--- src/rtl/rep_pkg.sv ---
// Shared types, constants and register codes for the ranged pattern search block.
`timescale 1ns / 1ps

package rep_pkg;

  localparam int MAX_PATTERN_DEF   = 16;
  localparam int POSITION_BITS_DEF = 32;

  // The pattern registers always hold sixteen bytes, whatever the window depth.
  localparam int PAT_BYTES   = 16;
  localparam int LEN_W       = 5;
  localparam int POS_OUT_W   = 32;
  localparam int RANGE_W     = 32;
  localparam int CFG_DATA_W  = 64;
  localparam int CFG_INDEX_W = 3;

  typedef logic [7:0] byte_t;
  typedef logic [PAT_BYTES-1:0][7:0] pattern_t;

  typedef enum logic [CFG_INDEX_W-1:0] {
    CFG_PAT_LOW   = 3'd0,
    CFG_PAT_HIGH  = 3'd1,
    CFG_PAT_LEN   = 3'd2,
    CFG_RNG_START = 3'd3,
    CFG_RNG_END   = 3'd4
  } cfg_index_e;

  typedef struct packed {
    pattern_t             pattern;
    logic [LEN_W-1:0]     pat_len;
    logic [RANGE_W-1:0]   range_start;
    logic [RANGE_W-1:0]   range_end;
  } rep_cfg_t;

  typedef struct packed {
    logic shift;
    logic clear;
  } cell_ctl_t;

endpackage

--- src/rtl/rep_cell.sv ---
// One window cell: holds a text byte, passes it on, and compares it to its pattern byte.
`timescale 1ns / 1ps

module rep_cell
  import rep_pkg::*;
#(
  parameter int IDX = 0
) (
  input  logic             clk,
  input  cell_ctl_t        ctl,
  input  byte_t            byte_in,
  input  pattern_t         pattern,
  input  logic [LEN_W-1:0] pat_len,
  output byte_t            byte_out,
  output logic             eq_out
);

  localparam int PAT_IDX_W = $clog2(PAT_BYTES);

  byte_t                  byte_r;
  byte_t                  byte_nxt;
  logic                   eq_r;
  logic                   eq_nxt;
  logic                   in_use;
  logic [PAT_IDX_W-1:0]   pat_idx;

  // Cell IDX holds the byte IDX places behind the newest one, which lines up
  // with pattern byte len-1-IDX for the current pattern length.
  assign in_use  = LEN_W'(IDX) < pat_len;
  assign pat_idx = PAT_IDX_W'(pat_len - LEN_W'(IDX) - LEN_W'(1));

  always_comb begin
    byte_nxt = byte_r;
    eq_nxt   = eq_r;
    if (ctl.shift) begin
      eq_nxt   = !in_use || (byte_in == pattern[pat_idx]);
      byte_nxt = ctl.clear ? '0 : byte_in;
    end
  end

  always_ff @(posedge clk) begin
    byte_r <= byte_nxt;
    eq_r   <= eq_nxt;
  end

  assign byte_out = byte_r;
  assign eq_out   = eq_r;

endmodule

--- config.mk ---
export PLATFORM = sky130hd
export DESIGN_NAME = rep_cell
export DESIGN_NICKNAME = d
export VERILOG_FILES = /design/src/rtl/rep_pkg.sv /design/src/rtl/rep_cell.sv
export SDC_FILE = /design/constraint.sdc
export NUM_CORES = 1
export LEC_CHECK = 0
export ABC_CLOCK_PERIOD_IN_PS = 3800
export BUFFER_PORTS_ARGS = -buffer_cell sky130_fd_sc_hd__buf_4
export CAP_MARGIN = 20
export CORE_ASPECT_RATIO = 0.5
export CORE_MARGIN = 5
export CORE_UTILIZATION = 37
export DETAILED_ROUTE_END_ITERATION = 16
export PLACE_DENSITY = 0.9
export SLEW_MARGIN = 20
export SYNTH_ARGS = -nofsm -noshare
export SYNTH_HDL_FRONTEND = slang
export SYNTH_SLANG_ARGS = --single-unit
--- constraint.sdc ---
create_clock -name clk -period 3.8 [get_ports clk]
set_input_delay 0.76 -clock clk [delete_from_list [all_inputs] [get_ports clk]]
set_output_delay 0.76 -clock clk [all_outputs]
set_load 0.05 [all_outputs]
# ---- Yosys cells after proc, flatten, opt, wreduce, memory -nomap -nowiden
# Index checks and enable logic that the tools add are counted.
dict set report totals {
  input_bits 144
  mem_count 0
  register_bits 9
  romBits 0
  ram_bits 0
  latch_bits 0
  out_inout_bits 9
}
dict set report classes {
  shift 0
  add_sub_neg 1
  bitwise 0
  div 0
  mul 0
  magnitude_cmp 2
  n_eq_ne 1
  n_reduce_logical 2
  muxes 2
}
# operator n
set ops {}
lappend ops {{8-bit binary-select mux with 4-bit select} 1}
lappend ops {{8-bit == test} 1}
lappend ops {{8-bit 2-to-1 mux} 1}
lappend ops {{1-bit by 5-bit less-than comparator with 1-bit output, first input constant} 1}
lappend ops {{4-bit by 5-bit less-than comparator with 1-bit output, second input constant} 1}
lappend ops {{4-bit by 1-bit subtractor with 4-bit output, second input constant} 1}
lappend ops {{1-bit logical NOT} 1}
lappend ops {{1-bit logical OR} 1}

# ---- Logic depth before layout (Yosys ltp)
dict set report logic_depth {
  depth_word 5
  depth_mapped 11
}

# ---- Worst setup path before layout
# No wires, ideal clock.
dict set report synth_path {
  path_type {input to register}
  from {input port pat_len[0]}
  to {register eq_r, in the netlist eq_out (data pin)}
  stages 11
  required_time_ns 3.635
  path_buffers 2
  path_slack_ns 0.597
  arrival_ns 3.038
  path_cell_list {buf_2 -> inv_2 -> ha_1 -> xor2_2 -> buf_6 -> mux4_1 -> mux2i_1 -> mux2i_1 -> xnor2_1 -> nand2_1 -> o31ai_2}
}
dict set report synth_between {
  elab_chain_cells 5
}
# item line
set synth_rtl {}
lappend synth_rtl {{start, declared} rep_cell.sv:13} ;# input logic [LEN_W-1:0] pat_len,
lappend synth_rtl {{4-bit by 1-bit subtractor with 4-bit output} rep_cell.sv:30} ;# assign pat_idx = PAT_IDX_W'(pat_len - LEN_W'(IDX) - LEN_W'(1));
lappend synth_rtl {{8-bit binary-select mux with 4-bit select} rep_cell.sv:36} ;# eq_nxt = !in_use || (byte_in == pattern[pat_idx]);
lappend synth_rtl {{8-bit 2-to-1 mux (not written as such)} rep_cell.sv:36}
lappend synth_rtl {{8-bit == test} rep_cell.sv:36}
lappend synth_rtl {{1-bit logical OR *} rep_cell.sv:36}
lappend synth_rtl {{end signal, assigned} rep_cell.sv:43} ;# eq_r <= eq_nxt;
lappend synth_rtl {{end, declared} rep_cell.sv:22} ;# logic eq_r;
# Every way passes the cells marked *; elsewhere a longest branch is shown, timed or not. The select of a mux whose other input is x is not followed.
# A chain may end at the register's enable or synchronous reset.

# ---- Worst setup path after layout
# Same ends and word-level chain as after synthesis.

==> results.cfg <==
[floorplan]
dieArea_mm2 = 0.00560
die_h_um = 55.5
ios = 153
core_mm2 = 0.00394
die_w_um = 101
rows = 16
start_util = 0.388

[final_layout]
final_layout_size_suffix_gt1_frac = 0.736
stdcell_area_mm2 = 0.00278
layout.nets = 400
final_common_cell = buf_4
antennaDiodeCount = 0
most-common-layout-cells = 156 x buf_4, 23 x mux4_2, 22 x mux2i_1
area_delta_synth_final_pct = 81.4

[power_and_ir_drop]
totalPowerFinal_mw = 0.596
switching_share = 0.309
power_frac_seq = 0.201
pwr_density_cell_mw_per_mm2 = 215
p_int_mw = 0.411
combPwrFrac = 0.618
p_switching_mw = 0.184
power_leakage_nw = 1.32
peakVddDrop_uv = 95.9
pwr-share-clk = 0.180

[yosys]
synth_compound_area_frac = 0.0164
synth_largest_area_cell = mux4_2
synth_top_family_by_area = multiplexers
synth_area_mm2 = 0.00153
ys_types = 23
synthMuxAreaShare = 0.637
synthTopCellsByArea = mux4_2 34%, edfxtp_1 18%, mux4_1 15%
syn_nets = 247
synthesis.instances = 102
synth_xor_xnor_area_share = 0.0670
yosys.area_share.simple = 0.0572
synth_fa_ha_area_frac = 0.00818
ys_warn_count = 0
syn_area_per_cell_um2 = 15.0
synth_top_area_share = 0.339
synth-seq-area-share = 0.177
ys_ff_latch = 9

[route]
postRouteAntennaNets = 0
routed_wl_mm = 6.20
vias = 1633
routed_via_density = 5.30
remaining_drc_errors = 0
drtPass1Iterations = 4
wl_per_cell_um = 20.1
drt_iter0_markers = 50

[grt]
grt_pass1_wl_mm = 9.31
overflow = 0
grt_start_max_net_pins = 19
antenna_found_initial = 0
grt_pass1_vias = 1880
grt_usage = 0.214

[clock_network]
clk_pin_slew_ps = 40
htreeDepth = 1
cts_resized = 0
cts-root-buf = clkbuf_8
cts_tree = yes
clk_path_buf_depth = 2
numCtsBuffers = 3
cts_sinks = 9
postCtsSetupBuffers = 0
cts_hold_buf = 0

[critical_path]
worst_path_largest_cell_delay_ps = 770
cp.arrival_ps = 3390
end_kind = flop
cp_max_fo = 18
cp_slowest_cell = ha_1
crit_chain = buf_4 -> inv_2 -> ha_1 -> buf_4 -> mux4_1 -> mux2i_1 -> mux2i_1 -> xnor2_1 -> nand2_1 -> o31ai_2
cp-start-kind = input port
critPathKind = input port to flop
critPathRequiredTime_ps = 3860

[timing]
setup_viol_count_final = 0
hold_ws_ps = 815
timing.final.ws_setup_ps = 469
final.setup.tns_ps = 0
rsz0062_at_grt = no
fin_crit_sh = 0.877
post-route-min-period_ps = 3330
worstMarginPinSlew_ps = 972
max_slew_margin = 0.349
hold_viol = 0
timing.final.max_slew_violations = 0
fmax_ghz = 0.300

[hold_path]
min_path_type = input port to flop
worstHoldEndpoint = byte_out[1]
hold_depth = 1
min-delay-start = ctl[1]

[placement]
placed_area_mm2 = 0.00273
portBuffers = 152
place_ws_ps = 227
dp_hpwl_mm = 5.56
globalplace.congestion = 0.823

[run]
drv_cap = 0

[outcome]
status = completed
-- logic make-up after synthesis --
family | after synthesis
AOI/OAI and AO/OA | 3
xor gates and xnor gates | 10
adders and majority gates | 1
buffers and inverters | 10
DFF | 9
muxes | 54
and+or+nand+nor | 15
-- power groups by stage --
stage                     sequential, mW  combinational (mW)  clock, mW
after floorplan                    0.149               0.179          0
after global placement             0.121               0.354          0
after detailed placement           0.122               0.369          0
after CTS                          0.120               0.370      0.111
after global routing               0.121               0.392      0.113
final                              0.120               0.368      0.107
-- metrics by stage --
| step | utilization | instances |
|---|---|---|
| 6_report | 0.704 | 308 |
| 5_1_grt | 0.704 | 308 |
| 4_1_cts | 0.704 | 308 |
| 3_5_place_dp | 0.692 | 304 |
| 3_3_place_gp | 0.692 | 304 |
| 2_1_floorplan | - | 102 |
-- worst max-delay path, delay by kind of cell --
family / cells / cell delay [ps]
AND/OR/NAND/NOR: 1 / 80
multiplexers: 3 / 680
XOR/XNOR: 1 / 170
AO/OA/AOI/OAI: 1 / 230
buffers and inverters: 3 / 670
adder cells (fa/ha/maj): 1 / 770
-- state kept, by name (all words and copies together), names as in the netlist --
name / flops
byte_out: 8
eq_out: 1
-- cell type report --
class / instances / area, um^2
Multi-Input combinational cell: 83 / 1210
Timing Repair Buffer: 156 / 1170
Fill cell: 298 / 1170
Sequential cell: 9 / 270
Tap cell: 54 / 67.6
Clock buffer: 4 / 45.0
Inverter: 2 / 7.51
-- cells in the mapped netlist --
| master | count |
|---|---|
| o31ai_2 | 1 |
| xor2_2 | 1 |
| nand2_1 | 3 |
| xor2_1 | 5 |
| mux2i_1 | 22 |
| clkbuf_1 | 3 |
| xnor2_1 | 3 |
| nor2_1 | 1 |
| ha_1 | 1 |
| a211oi_1 | 1 |
| nor3_2 | 1 |
| mux4_2 | 23 |
| a21oi_1 | 1 |
| nor4_1 | 1 |
| inv_1 | 1 |
| buf_6 | 1 |
| xnor2_2 | 1 |
| nor2b_1 | 9 |
| mux4_1 | 9 |
| inv_2 | 1 |
| buf_4 | 3 |
| buf_2 | 1 |
| edfxtp_1 | 9 |
-- per-layer routing --
metal | routed length (um) | global-route usage | vias up
met1 | 2050 | 0.225 | 796
met5 | 0 | 0 | -
met4 | 233 | 0.0928 | 0
met2 | 3600 | 0.418 | 68
met3 | 318 | 0.0327 | 24
li1 | - | - | 745
-- worst max path at each step --
stage	startpoint	cells past startpoint	endpoint
2_1_floorplan	pat_len[0]	11	eq_out
3_3_place_gp	pat_len[0]	10	eq_out
3_5_place_dp	pat_len[0]	10	eq_out
4_1_cts	pat_len[0]	10	eq_out
5_1_grt	pat_len[0]	10	eq_out
6_report	pat_len[0]	10	eq_out
Power figures use the tool's default switching activity.
