**src/rtl/rep_pkg.sv**
```systemverilog
// Shared types, constants and register codes for the ranged pattern search block.
`timescale 1ns / 1ps

package rep_pkg;

  localparam int MAX_PATTERN_DEF   = 16;
  localparam int POSITION_BITS_DEF = 32;

  // The pattern registers always hold sixteen bytes, whatever the window depth.
  localparam int PAT_BYTES   = 16;
  localparam int LEN_W       = 5;
  localparam int POS_OUT_W   = 32;
  localparam int RANGE_W     = 32;
  localparam int CFG_DATA_W  = 64;
  localparam int CFG_INDEX_W = 3;

  typedef logic [7:0] byte_t;
  typedef logic [PAT_BYTES-1:0][7:0] pattern_t;

  typedef enum logic [CFG_INDEX_W-1:0] {
    CFG_PAT_LOW   = 3'd0,
    CFG_PAT_HIGH  = 3'd1,
    CFG_PAT_LEN   = 3'd2,
    CFG_RNG_START = 3'd3,
    CFG_RNG_END   = 3'd4
  } cfg_index_e;

  typedef struct packed {
    pattern_t             pattern;
    logic [LEN_W-1:0]     pat_len;
    logic [RANGE_W-1:0]   range_start;
    logic [RANGE_W-1:0]   range_end;
  } rep_cfg_t;

  typedef struct packed {
    logic shift;
    logic clear;
  } cell_ctl_t;

endpackage

```
**src/rtl/rep_cfg.sv**
```systemverilog
// Configuration register file for the pattern, its length and the position range.
`timescale 1ns / 1ps

module rep_cfg
  import rep_pkg::*;
(
  input  logic                   clk,
  input  logic                   rst_n,
  input  logic                   cfg_we,
  input  logic [CFG_INDEX_W-1:0] cfg_index,
  input  logic [CFG_DATA_W-1:0]  cfg_wdata,
  output rep_cfg_t               cfg
);

  rep_cfg_t cfg_r;
  rep_cfg_t cfg_nxt;

  always_comb begin
    cfg_nxt = cfg_r;
    if (cfg_we) begin
      unique case (cfg_index_e'(cfg_index))
        CFG_PAT_LOW:   cfg_nxt.pattern[7:0]  = cfg_wdata;
        CFG_PAT_HIGH:  cfg_nxt.pattern[15:8] = cfg_wdata;
        CFG_PAT_LEN:   cfg_nxt.pat_len       = cfg_wdata[LEN_W-1:0];
        CFG_RNG_START: cfg_nxt.range_start   = cfg_wdata[RANGE_W-1:0];
        CFG_RNG_END:   cfg_nxt.range_end     = cfg_wdata[RANGE_W-1:0];
        default:       cfg_nxt = cfg_r;
      endcase
    end
  end

  always_ff @(posedge clk) begin
    if (!rst_n) begin
      cfg_r.pattern     <= '0;
      cfg_r.pat_len     <= '0;
      cfg_r.range_start <= '0;
      cfg_r.range_end   <= '1;
    end else begin
      cfg_r <= cfg_nxt;
    end
  end

  assign cfg = cfg_r;

endmodule

```
**config.mk**
```make
export PLATFORM = sky130hd
export DESIGN_NAME = rep_cfg
export DESIGN_NICKNAME = d
export VERILOG_FILES = /design/src/rtl/rep_pkg.sv /design/src/rtl/rep_cfg.sv
export SDC_FILE = /design/constraint.sdc
export NUM_CORES = 1
export LEC_CHECK = 0
export ABC_AREA = 1
export BUFFER_PORTS_ARGS = -buffer_cell sky130_fd_sc_hd__buf_2
export CAP_MARGIN = 5
export CORE_MARGIN = 2
export CORE_UTILIZATION = 35
export CTS_CLUSTER_DIAMETER = 40
export DETAILED_ROUTE_END_ITERATION = 12
export GPL_TIMING_DRIVEN = 1
export PLACE_DENSITY = 0.63
export SLEW_MARGIN = 20
export SYNTH_ARGS = -nofsm -noshare
export SYNTH_HDL_FRONTEND = slang
export SYNTH_SLANG_ARGS = --single-unit
```
**constraint.sdc**
```tcl
create_clock -name clk -period 2.6 [get_ports clk]
set_input_delay 0.26 -clock clk [delete_from_list [all_inputs] [get_ports clk]]
set_output_delay 0.26 -clock clk [all_outputs]
set_load 0.01 [all_outputs]
```
## After elaboration in Yosys (flattened, before gate mapping)

Index checks and enable logic that the tools add are counted.

| operators by class | value |
|---|---|
| equal/unequal tests | 4 |
| reductions and logical operators | 6 |

Operators by type and width:

| operator | number |
|---|---|
| $reduce_and 2->1 | 5 |
| $eq 3x2->1 const B | 2 |
| $eq 3x1->1 const B | 1 |
| $eq 3x3->1 const B | 1 |
| $logic_not 3->1 | 1 |

| storage, ports and cells | value |
|---|---|
| register bits | 197 |
| output and inout bits | 197 |

## Depth between registers and ports, before layout

Gate-level depths: netlist of run 1.

| logic depth | value |
|---|---|
| depth in word-level cells | 2 |
| gate-level depth with buffers | 7 |
| gate-level depth less buffers | 5 |

## Worst setup path after synthesis of run 1

OpenSTA, ideal clock, no wires.

| timing | value |
|---|---|
| path type | input to register |
| start | input rst_n |
| end | register cfg_r (netlist bit cfg[10]) |
| arrival | 946 ps |
| data required time | 2470 ps |
| setup slack | 1524 ps |
| cell stages on the path | 4 |
| buffers on the path | 3 |
| cells stage by stage | buf_2 -> buf_2 -> clkbuf_1 -> nand3_1 |

RTL lines:

| element | RTL line | text |
|---|---|---|
| start: declaration | rep_cfg.sv:8 | `input logic rst_n,` |
| end signal: assignment | rep_cfg.sv:39 | `cfg_r <= cfg_nxt;` |
| end: declaration | rep_cfg.sv:15 | `rep_cfg_t cfg_r;` |

No word-level cell between the ends.

## Worst setup path after layout of run 1

| timing | value |
|---|---|
| start | register cfg_r (netlist bit cfg[143]) |
| end | output cfg[143] (netlist name) |

RTL lines:

| element | RTL line | text |
|---|---|---|
| end: declaration | rep_cfg.sv:12 | `output rep_cfg_t cfg` |

No word-level cell between the ends.

==> results.toml, run 1 <==
[synth]
yosys_warnings = 0
synth_top_area_share_pct = 49.46
postSynthCellCount = 1115
synth_flop_cell = "dfxtp_1"
yosysTopAreaCell = "dfxtp_1"
ys_seq_area_share_pct = 49.46
ys_async_sr_fraction_pct = 0
syn-num-nets = 1185
yosysMostFrequentCell = "nor2_1"
synth.avg_cell_area_um2 = 7.151
synth_cell_type_count = 17
synth.area.top_cells = "dfxtp_1 (49%), nor2_1 (16%), nand3_1 (12%)"
syn_area_mm2 = 0.007974
ys_seq_elements = 197
ys_top_cells_by_count = "nor2_1 (333), nand2_1 (232), nand3_1 (198)"
synth_enable_flop_cells = 0

[timing]
final_max_slew_viol_count = 0
period_share_pct = 46.14
finalSetupTns_ns = 0
setup_viol_count_final = 0
hold_ws_ns = 0.05081
slew_headroom_pct = 57.44
hold_viol_final = 0
fin_worst_skew_ns = 0
worst_pin_slew_ns = 0.6369
max_freq_ghz = 0.8335
rsz0062_at_grt = "false"
min_period_ns = 1.200

[setup_path]
cp_cell_sequence = "buf_2"
critPathLaunchType = "flip-flop"
crit_start = "cfg[143]"
timing.rr.start = "cfg[125]"
critPathArrivalTime_ns = 0.94
cp_max_fo = 2
critPathSlowestCell = "dfxtp_1"
crit_family = "flip-flops"
worstSetupEndpointType = "output port"
crit_buf_inv = 1
slowest_delay_ns = 0.36
worstSetupPathType = "flip-flop to output port"
cp.required_ns = 2.34

[global_route]
grt_pass1_vias = 7160
grtUsageTotal_pct = 20.00
grt_pass1_wl_um = 38120
grt_antenna_before_repair = 2
grt_max_degree = 101
grt_overflow = 0

[power]
total_power_mw = 6.516
p_switching_mw = 1.795
power_frac_seq_pct = 48.7
intPower_mw = 4.721
switching_share_pct = 27.55
p_clk_share_pct = 40.3
ir_drop_v = 0.0003666
powerDensity_mw_per_mm2 = 656.2
leakage_nw = 5.054
pwr-share-comb_pct = 11.0

[finish]
final_nets = 1410
seq_area_mm2 = 0.003944
fin_util_pct = 44.13
largest_register_ffs = 197
multi_input_area_mm2 = 0.003223
syn2layout_area_growth_pct = 24.54
final_cells = 1640
fill_cells = 2365
drive_above_1_share_pct = 24.32

[die]
ios = 267
die_h_um = 154.9
die-area_mm2 = 0.02401
start_util_pct = 35.44
rows = 55
fp.coreArea_mm2 = 0.02250
die-width_um = 154.9

[clock_tree]
postCtsHoldBufs = 0
clkSlewWorstSetupHoldPaths_ns = 0.08
clk_latency_ns = 0.43
cts_resized = 0
root_buffer = "clkbuf_16"
cts_tree = "done"
cts_buffers = 17
cts_sinks = 197
h-tree-depth = 4
cts.path.max_buffers = 2
cts_setup_buffers = 0

[hold_path]
min_path_type = "input port to flip-flop"
min_from = "cfg_wdata[0]"

[detailed_routing]
drt_pass1_iterations = 7
avgViaCountPerCell = 4.635
route.vias.total = 7601
wl_um = 24140
ant_nets = 0
wl_per_cell_um = 14.72
drt_iter0_drc = 407
drc = 0

[run_status]
status = "finished, final reports clean"

[placement]
hpwlAfterDp_um = 16560
place_inst = 1606
port-buffer-count = 266
place.gp.congestion = 0.7970

[flow_run]
cap_viol_max_count = 0
## routing by layer
metal | global-route usage (%) | routed length (um) | share of wire [%]
met5 | 0 | 0 | 0
met4 | 5.820 | 223 | 0.92
met3 | 5.014 | 1507 | 6.2
met2 | 32.95 | 11410 | 47
met1 | 26.01 | 11000 | 46
## cell families (layout without fill, tap and decap cells)
kind of cell / Yosys count / after routing / share of synthesized area, %
flip-flops: 197 / 197 / 49.46
other: 0 / 2 / 0
buffers and inverters: 146 / 384 / 10.28
AND/OR/NAND/NOR: 772 / 772 / 40.26
## power groups by stage
stage,Combinational [mW],Sequential (mW),Clock [mW]
2_1_floorplan,0.405,3.29,0
3_3_place_gp,0.724,3.24,0
3_5_place_dp,0.728,3.24,0
4_1_cts,0.729,3.17,2.70
5_1_grt,0.811,3.19,2.81
6_report,0.719,3.17,2.62
## cells in the final DEF, fill, tap and decap left out, drive strengths merged
master / netlist / routed
clkbuf: 2 / 20
diode: 0 / 2
nor2: 339 / 339
nand2: 235 / 235
nand3: 198 / 198
inv: 69 / 75
dfxtp: 197 / 197
clkinv: 0 / 3
clkinvlp: 0 / 3
buf: 75 / 283
## final timing paths
check	end	cells after the start	slack [ns]
worst max register to register	cfg[125]	2	2.01
worst min-delay path	cfg[0]	3	0.05
worst min register to register	cfg[17]	2	0.46
worst max-delay path	cfg[143]	1	1.40
## final cells by class
type / instances / share of cell area (%)
flip-flops and latches: 197 / 39.71
multi-input cells: 772 / 32.46
repair buffers: 283 / 15.76
clock buffers: 20 / 4.700
well taps: 285 / 3.591
inverters: 69 / 2.608
clock inverters: 12 / 1.121
diodes: 2 / 0.05040
## metrics by stage
step                worst slack [ns]  instance area (um2)
floorplan                      1.524                 7974
global placement              0.9762                 9348
detailed placement            0.9365                 9348
CTS                            1.376                 9926
global route                   1.313                 9928
finish                         1.400                 9931
## worst min-delay path: cells and delay by family
kind / cells / cell delay (ns)
simple gates: 2 / 0.11
buf+inv: 1 / 0.09
Power figures use the tool's default switching activity.
==> run 2, diff against run 1 <==
--- a/config.mk
+++ b/config.mk
@@ -13,7 +13,7 @@
 export CTS_CLUSTER_DIAMETER = 40
 export DETAILED_ROUTE_END_ITERATION = 12
 export GPL_TIMING_DRIVEN = 1
-export PLACE_DENSITY = 0.63
+export PLACE_DENSITY = 0.65
 export SLEW_MARGIN = 20
 export SYNTH_ARGS = -nofsm -noshare
 export SYNTH_HDL_FRONTEND = slang
==> constraint.sdc (replaced) <==
create_clock -name clk -period 1.07 [get_ports clk]
set_input_delay 0.107 -clock clk [delete_from_list [all_inputs] [get_ports clk]]
set_output_delay 0.107 -clock clk [all_outputs]
set_load 0.01 [all_outputs]
==> results.toml, run 2 (same netlist as run 1, synthesis figures left out) <==
[placement]
place.gp.congestion = 0.8213
placed_area_mm2 = 0.009681
hpwlAfterDp_um = 17040
dpl_worst_slack_ns = -0.05028
port-buffer-count = 266

[setup_path]
critPathSlowestCell = "dfxtp_1"
cp_cell_sequence = "buf_2"
worstSetupPathType = "flip-flop to output port"
critPathArrivalTime_ns = 0.93
slowest_delay_ns = 0.36
crit_family = "flip-flops"
worstSetupEndpointType = "output port"
critPathLaunchType = "flip-flop"
cp_max_fo = 2
cp.required_ns = 0.96
crit_buf_inv = 1

[die]
rows = 55
die_h_um = 154.9
die-width_um = 154.9
start_util_pct = 35.44
fp.coreArea_mm2 = 0.02250
die-area_mm2 = 0.02401
ios = 267

[detailed_routing]
wl_per_cell_um = 14.49
drc = 0
avgViaCountPerCell = 4.653
drt_iter0_drc = 353
ant_nets = 0
drt_pass1_iterations = 5
wl_um = 24710
route.vias.total = 7933

[hold_path]
min_path_type = "input port to flip-flop"

[power]
ir_drop_v = 0.0008982
leakage_nw = 5.440
total_power_mw = 16.58
powerDensity_mw_per_mm2 = 1528

[global_route]
grt_max_degree = 63
grt_antenna_before_repair = 0
grt_overflow = 0
grtUsageTotal_pct = 20.23
grt_pass1_wl_um = 38580
grt_pass1_vias = 7454

[clock_tree]
h-tree-depth = 4
root_buffer = "clkbuf_16"
cts_sinks = 197
clkSlewWorstSetupHoldPaths_ns = 0.07
cts_tree = "done"
clk_latency_ns = 0.43
cts_setup_buffers = 0
cts.path.max_buffers = 2
cts_buffers = 17

[timing]
setup_viol_count_final = 0
worst_pin_slew_ns = 0.2861
finalSetupTns_ns = 0
slew_headroom_pct = 80.93
finalWorstSetupSlack_ns = 0.03489
min_period_ns = 1.035
max_freq_ghz = 0.9661
final_max_slew_viol_count = 0
fin_worst_skew_ns = 0
hold_viol_final = 0
rsz0062_at_grt = "false"
period_share_pct = 96.74

[finish]
antenna_cells = 0
drive_above_1_share_pct = 26.69
syn2layout_area_growth_pct = 36.11
layout_common_cells = "nor2_1 (332), buf_2 (249), nand2_1 (232), nand3_1 (198), dfxtp_1 (167)"
fin_util_pct = 48.23
fill_cells = 2233
largest_register_ffs = 197
design_area_mm2 = 0.01085
final_nets = 1478
layout_commonest_cell = "nor2_1"

[run_status]
status = "finished, final reports clean"

[flow_run]
cap_viol_max_count = 0
run 2: cell count changes in the layout (fill, tap and decap cells not counted), moves of 3 or more:
cell / change
buf_2: -16
dfxtp_1: -30
dlygate4sd3_1: +46
dfxtp_2: +30
buf_12: +13
inv_6: +3
inv_8: -3
bufinv_16: +3
buf_6: +5
buf_4: +19
run 2: worst min-delay path: cells and delay by family:
family / cells / cell delay, ns
simple gates: 3 / 0.19
buf+inv: 2 / 0.11
run 2: layout make-up:
| cell class | instances | area (um2) | area share [%] |
|---|---|---|---|
| Clock buffer | 19 | 442.9 | 4.081 |
| Inverter | 69 | 259.0 | 2.386 |
| Clock inverter | 12 | 166.4 | 1.533 |
| Tap cell | 285 | 356.6 | 3.286 |
| Sequential cell | 197 | 3981 | 36.68 |
| Timing Repair Buffer | 351 | 2419 | 22.29 |
| Multi-Input combinational cell | 772 | 3228 | 29.74 |
run 2: worst paths after layout:
| check | from | to | slack [ns] | cells past startpoint |
|---|---|---|---|---|
| hold / removal | cfg_wdata[39] | cfg[172] | 0.02 | 5 |
| setup / recovery | cfg[13] | cfg[13] | 0.03 | 1 |
| setup reg to reg | cfg[155] | cfg[155] | 0.48 | 2 |
| hold reg to reg | cfg[24] | cfg[24] | 0.46 | 2 |
run 2: where the power goes:
| part | internal [mW] | switching [mW] |
|---|---|---|
| clock | 3.79 | 3.03 |
| combinational | 0.849 | 1.18 |
| sequential | 7.59 | 0.133 |
run 2: stage by stage:
stage / cells / hold slack, ns
after floorplan: 1115 / 0.2332
after global placement: 1628 / 0.3352
after detailed placement: 1628 / 0.3395
after CTS: 1705 / 0.0003894
after global routing: 1705 / 0.01817
final: 1705 / 0.01515
run 2: timing repair:
item / CTS / global route
hold buffers: 46 / 0
endpoints found under the hold margin: 51 / 0
endpoints found under the setup margin: 3 / 38
gates resized for setup: 3 / 46
pin swaps: 0 / 0
run 2: routing by layer:
metal	up-vias	routed length [um]	track usage (%)	share of wire, %
met3	28	1789	5.989	7.2
met4	0	455	6.261	1.8
met2	255	11400	33.14	46
met1	3637	11060	25.71	45
li1	4013	-	-	-
met5	-	0	0	0
